$ cat src/design/rsi_pkg.sv
package rsi_pkg;

    // Divider and square root pipelines: four result bits per stage
    localparam int DIV_BITS   = 32;
    localparam int DIV_PER    = 4;
    localparam int DIV_STAGES = DIV_BITS / DIV_PER;
    localparam int SQ_BITS    = 32;
    localparam int SQ_PER     = 4;
    localparam int SQ_STAGES  = SQ_BITS / SQ_PER;

    // Register stage numbers of the main pipeline
    localparam int ST_OC    = 0;
    localparam int ST_MUL   = 1;
    localparam int ST_ABC   = 2;
    localparam int ST_DMUL  = 3;
    localparam int ST_DISC  = 4;
    localparam int ST_SQ0   = 5;
    localparam int ST_NUM   = ST_SQ0 + SQ_STAGES;
    localparam int ST_SEL   = ST_NUM + DIV_STAGES + 1;
    localparam int ST_TMUL  = ST_SEL + 1;
    localparam int ST_PNT   = ST_TMUL + 1;
    localparam int ST_DIFF  = ST_PNT + 1;
    localparam int ST_OUT   = ST_DIFF + DIV_STAGES + 1;
    localparam int N_STAGES = ST_OUT + 1;

    localparam logic [31:0] MAX32 = 32'h7fff_ffff;
    localparam logic [31:0] MIN32 = 32'h8000_0000;

    typedef enum logic [2:0] {
        REG_CENTER_X = 3'd0,
        REG_CENTER_Y = 3'd1,
        REG_CENTER_Z = 3'd2,
        REG_RADIUS   = 3'd3,
        REG_MATERIAL = 3'd4
    } cfg_reg_t;

    // Everything one ray carries down the pipeline
    typedef struct packed {
        logic [2:0][31:0] o;
        logic [2:0][31:0] d;
        logic [2:0][31:0] oc;
        logic [31:0]      tlo;
        logic [31:0]      thi;
        logic [2:0][63:0] paa;
        logic [2:0][63:0] pbb;
        logic [2:0][63:0] pcc;
        logic [63:0]      prr;
        logic [31:0]      a;
        logic [31:0]      b;
        logic [31:0]      c;
        logic [63:0]      bb;
        logic [63:0]      ac;
        logic [63:0]      disc;
        logic             ok;
        logic [35:0]      srem;
        logic [31:0]      sroot;
        logic [1:0][32:0] nmag;
        logic [1:0]       nneg;
        logic             hit;
        logic [31:0]      t;
        logic [2:0][63:0] td;
        logic [2:0][31:0] p;
        logic [2:0][32:0] dmag;
        logic [2:0]       pneg;
        logic [2:0][31:0] nrm;
        logic [7:0]       mat;
    } pipe_t;

    function automatic logic [31:0] sat32(input logic signed [63:0] x);
        if (x > 64'sh0000_0000_7fff_ffff)
            return MAX32;
        if (x < -64'sh0000_0000_8000_0000)
            return MIN32;
        return x[31:0];
    endfunction

    function automatic logic [31:0] symclamp(input logic signed [63:0] x);
        if (x > 64'sh0000_0000_7fff_ffff)
            return MAX32;
        if (x < -64'sh0000_0000_7fff_ffff)
            return 32'h8000_0001;
        return x[31:0];
    endfunction

endpackage

$ cat src/design/rsi_div_pipe.sv
module rsi_div_pipe (
    input  logic        clk,
    input  logic        en,
    input  logic [63:0] num,
    input  logic [31:0] den,
    output logic [31:0] quo,
    output logic        ovf
);
    import rsi_pkg::*;

    logic [31:0] rem_reg  [DIV_STAGES];
    logic [31:0] rem_next [DIV_STAGES];
    logic [31:0] low_reg  [DIV_STAGES];
    logic [31:0] low_next [DIV_STAGES];
    logic [31:0] quo_reg  [DIV_STAGES];
    logic [31:0] quo_next [DIV_STAGES];
    logic [31:0] den_reg  [DIV_STAGES];
    logic [31:0] den_next [DIV_STAGES];
    logic        ovf_reg  [DIV_STAGES];
    logic        ovf_next [DIV_STAGES];

    // Restoring long division, high word is the starting remainder
    always_comb
    begin
        logic [31:0] rem;
        logic [31:0] low;
        logic [31:0] q;
        logic [31:0] dv;
        logic        ov;
        logic [32:0] trial;
        for (int s = 0; s < DIV_STAGES; s++)
        begin
            if (s == 0)
            begin
                rem = num[63:32];
                low = num[31:0];
                q   = '0;
                dv  = den;
                ov  = (num[63:32] >= den);
            end
            else
            begin
                rem = rem_reg[s-1];
                low = low_reg[s-1];
                q   = quo_reg[s-1];
                dv  = den_reg[s-1];
                ov  = ovf_reg[s-1];
            end
            for (int k = 0; k < DIV_PER; k++)
            begin
                trial = {rem, low[31]};
                low   = {low[30:0], 1'b0};
                if (trial >= {1'b0, dv})
                begin
                    rem = 32'(trial - {1'b0, dv});
                    q   = {q[30:0], 1'b1};
                end
                else
                begin
                    rem = trial[31:0];
                    q   = {q[30:0], 1'b0};
                end
            end
            rem_next[s] = rem;
            low_next[s] = low;
            quo_next[s] = q;
            den_next[s] = dv;
            ovf_next[s] = ov;
        end
    end

    always_ff @(posedge clk)
    begin
        if (en)
        begin
            rem_reg <= rem_next;
            low_reg <= low_next;
            quo_reg <= quo_next;
            den_reg <= den_next;
            ovf_reg <= ovf_next;
        end
    end

    assign quo = quo_reg[DIV_STAGES-1];
    assign ovf = ovf_reg[DIV_STAGES-1];

endmodule

$ cat config.mk
export PLATFORM = sky130hd
export DESIGN_NAME = rsi_div_pipe
export DESIGN_NICKNAME = d
export VERILOG_FILES = /design/src/design/rsi_pkg.sv /design/src/design/rsi_div_pipe.sv
export SDC_FILE = /design/constraint.sdc
export NUM_CORES = 2
export LEC_CHECK = 0
export BUFFER_PORTS_ARGS = -buffer_cell sky130_fd_sc_hd__buf_2
export CORE_MARGIN = 5
export CORE_UTILIZATION = 49
export DETAILED_ROUTE_END_ITERATION = 10
export HOLD_SLACK_MARGIN = 0.15
export PLACE_DENSITY = 0.76
export SETUP_SLACK_MARGIN = 0.05
export SLEW_MARGIN = 20
export SYNTH_ARGS = -nofsm -noshare
export SYNTH_HDL_FRONTEND = slang
export SYNTH_SLANG_ARGS = --single-unit
$ cat constraint.sdc
create_clock -name clk -period 22.1 [get_ports clk]
set_input_delay 2.21 -clock clk [delete_from_list [all_inputs] [get_ports clk]]
set_output_delay 2.21 -clock clk [all_outputs]
set_load 0.1 [all_outputs]
==> out/metrics.yaml <==
run_status: "completed"
routed_wl_um: 246000
hold_class: "reg2reg"
drv_slew: 0
area_growth_pct: 7.251
grt_usage: 0.2685
postCtsHoldBufs: 0
drtAntennaViolNets: 0
dr.pass1.iters: 8
routed_wire_length_per_instance_um: 21.24
ys_async_sr_fraction: 0
gp_congestion: 0.9792
synth_ff_type: "edfxtp_1"
grt_pass1_wl_um: 377000
rsz0062_at_grt: "no"
die_y_um: 419.9
worstPathMaxFanout: 50
synth_top_family_by_area: "compound AO/OA/AOI/OAI gates"
end_kind: "flop"
cpMaxStageDelayCell: "nand2_1"
reg2reg_depth: 52
viasPerCell: 6.194
clockBufferDepth: 3
die_area_um2: 176300
cts_buffers: 84
maxCapViolCount: 0
muxShareOfSynthArea: 0.08877
clkSinkCount: 712
drc: 0
fin_tns_setup_ps: 0
overflow: 0
arrival_ps: 17180
vias: 71730
synth-simple-area-share: 0.1322
cts_max_level: 3
drive_gt1_frac: 0.09165
antenna_found_initial: 5
worst_ep_required_time_ps: 22550
synth-seq-cells: 712
synth-seq-area-share: 0.2598
port-buffer-count: 130
synth_edf_count: 712
hold_violations: 0
syn_area_um2: 82310
ioPinCount: 131
die_x_um: 419.9
setup.worst_path.start: "den_next[97]"
synth_xor_area_frac: 0.08598
synthAdderAreaFrac: 0.1681
cpMostUsedCell: "ha_1"
ys_types: 95
synth.avg_cell_area_um2: 8.925
syn_inst: 9222
drt_iter0_drc: 6718
synth_warnings: 0
postCtsSetupRepairBufs: 0
rr_endpoint: "rem_reg[126]"
finalSetupViolations: 0
grt_pass1_vias: 68390
grt_max_degree: 106
critPathLaunchType: "flop"
finalClockSkew_ps: 32.61
timing.final.crit_share: 0.7568
clk_latency_ps: 720
dp_hpwl_um: 199500
max-slew-margin-rel: 0.2685
fin_crit_ps: 16730
cts.clk_slew.worst_paths_ps: 80
n_fill_cell: 15280
r2r_start: "den_next[97]"
syn_nets: 10410
final_net_count: 10490
cts-root-buf: "clkbuf_16"
fp-row-count: 150
regToRegSetupSlack_ps: 5370
core_um2: 167000
synth_compound_area_frac: 0.2296
cts_tree: "done"
fmaxAchievable_mhz: 59.79
tightest_slew_ps: 1084
post_cts_resized: 0
max_stage_delay_ps: 770
crit_type: "reg2reg"
crit_path_end: "rem_reg[126]"
initial_core_util: 0.4928
==> per-stage QoR <==
stage                     hold WS, ps  worst slack [ps]  cells  instance area [um^2]    util
after floorplan                 400.3              7938   9222                 82310       -
after global placement          401.9              5919  11430                 85410  0.5113
after detailed placement        404.5              5755  11430                 85440  0.5115
after CTS                       397.7              5676  11580                 88270  0.5284
after global routing            408.1              4571  11580                 88270  0.5285
final                           392.4              5374  11580                 88280  0.5285
==> synthesized netlist by cell type, types with 20 or more instances <==
| cell type | number | area (um^2) |
|---|---|---|
| a221oi_1 | 30 | 262.8 |
| and2_1 | 46 | 287.8 |
| nor4_1 | 35 | 219.0 |
| a21boi_0 | 43 | 322.8 |
| or3_1 | 41 | 256.5 |
| mux2_1 | 159 | 1790 |
| or2_2 | 31 | 193.9 |
| nor3_1 | 162 | 810.8 |
| fa_1 | 31 | 620.6 |
| nand4_1 | 137 | 857.1 |
| o31a_1 | 30 | 262.8 |
| a31oi_1 | 77 | 481.7 |
| o21bai_1 | 135 | 1013 |
| a211o_1 | 31 | 271.5 |
| o21ai_0 | 531 | 2658 |
| and4_1 | 31 | 271.5 |
| a31o_2 | 26 | 227.7 |
| a21oi_1 | 915 | 4579 |
| nor2_1 | 659 | 2474 |
| edfxtp_1 | 712 | 21380 |
| a21o_1 | 454 | 3408 |
| xnor2_1 | 567 | 4966 |
| and3_1 | 81 | 506.7 |
| o21a_1 | 166 | 1246 |
| nand2_1 | 531 | 1993 |
| o211ai_1 | 50 | 375.4 |
| clkbuf_1 | 120 | 450.4 |
| a2111oi_0 | 26 | 227.7 |
| mux2i_1 | 64 | 640.6 |
| nor2b_1 | 125 | 782.0 |
| o31ai_1 | 64 | 480.5 |
| o21ai_1 | 29 | 145.1 |
| buf_2 | 24 | 120.1 |
| xor2_1 | 241 | 2111 |
| nand2b_1 | 124 | 775.7 |
| ha_1 | 1056 | 13210 |
| a22oi_1 | 20 | 150.1 |
| inv_1 | 584 | 2192 |
| nand3_1 | 177 | 885.9 |
| mux2_2 | 433 | 4876 |
| a211oi_1 | 98 | 735.7 |
==> placed cells by master (no fill, tap or decap), types with 31 or more instances in the layout <==
master / Yosys / final
a211o_1: 31 / 31
a211oi_1: 98 / 98
a21boi_0: 43 / 43
a21o_1: 454 / 454
a21oi_1: 915 / 912
a31oi_1: 77 / 77
and2_1: 46 / 46
and3_1: 81 / 81
and4_1: 31 / 31
buf_2: 24 / 129
buf_4: 1 / 38
clkbuf_16: 0 / 84
edfxtp_1: 712 / 712
fa_1: 31 / 31
ha_1: 1056 / 1056
inv_1: 584 / 584
mux2_1: 159 / 159
mux2_2: 433 / 433
mux2i_1: 64 / 63
nand2_1: 531 / 530
nand2b_1: 124 / 124
nand3_1: 177 / 177
nand4_1: 137 / 137
nor2_1: 659 / 658
nor2b_1: 125 / 124
nor3_1: 162 / 161
nor4_1: 35 / 34
o211ai_1: 50 / 50
o21a_1: 166 / 166
o21ai_0: 531 / 531
o21bai_1: 135 / 135
o31ai_1: 64 / 64
or2_2: 31 / 31
or3_1: 41 / 41
xnor2_1: 567 / 567
xor2_1: 241 / 241
==> how the worst min path moves through the flow <==
stage | start | end | slack, ps | cells past startpoint
global route | low_next[187] | low_next[159] | 410 | 0
CTS | low_next[63] | low_reg[63] | 400 | 0
detailed placement | low_next[88] | low_next[60] | 400 | 0
finish | low_next[63] | low_reg[63] | 390 | 0
global placement | ovf_next[6] | ovf_next[5] | 400 | 0
floorplan | low_next[144] | low_next[116] | 400 | 0
==> critical path: cells and delay by family, from the launching register on <==
family          cells  cell delay [ps]
fa+ha+maj           4             1260
compound gates     29             8680
mux                 2              820
buf+inv             7             2030
simple gates       10             3030
flops               1              570
==> area by class of cell <==
| type | instances | area, um^2 | area share |
|---|---|---|---|
| Antenna cell | 2 | 5.005 | 0.00005669 |
| Clock buffer | 92 | 2132 | 0.02415 |
| Clock inverter | 58 | 694.4 | 0.007866 |
| Inverter | 597 | 2241 | 0.02538 |
| Multi-Input combinational cell | 7745 | 58090 | 0.6581 |
| Sequential cell | 712 | 21380 | 0.2422 |
| Tap cell | 2204 | 2758 | 0.03124 |
| Timing Repair Buffer | 169 | 973.4 | 0.01103 |
==> layer usage <==
metal	up-vias	track usage	part of all wire
met5	-	0	0
met2	2460	0.4585	0.47
li1	34810	-	-
met4	0	0.1303	0.056
met3	605	0.02962	0.059
met1	33850	0.3384	0.42
==> logic make-up after synthesis <==
family / Yosys count
multiplexers: 656
AO/OA/AOI/OAI: 2944
buffers and inverters: 765
XOR/XNOR: 808
AND/OR/NAND/NOR: 2250
adder cells (fa/ha/maj): 1087
flip-flops: 712
Power is left out: the tool's default activity adds up to more than one toggle a clock period on the data nets, which glitch-free logic cannot reach.
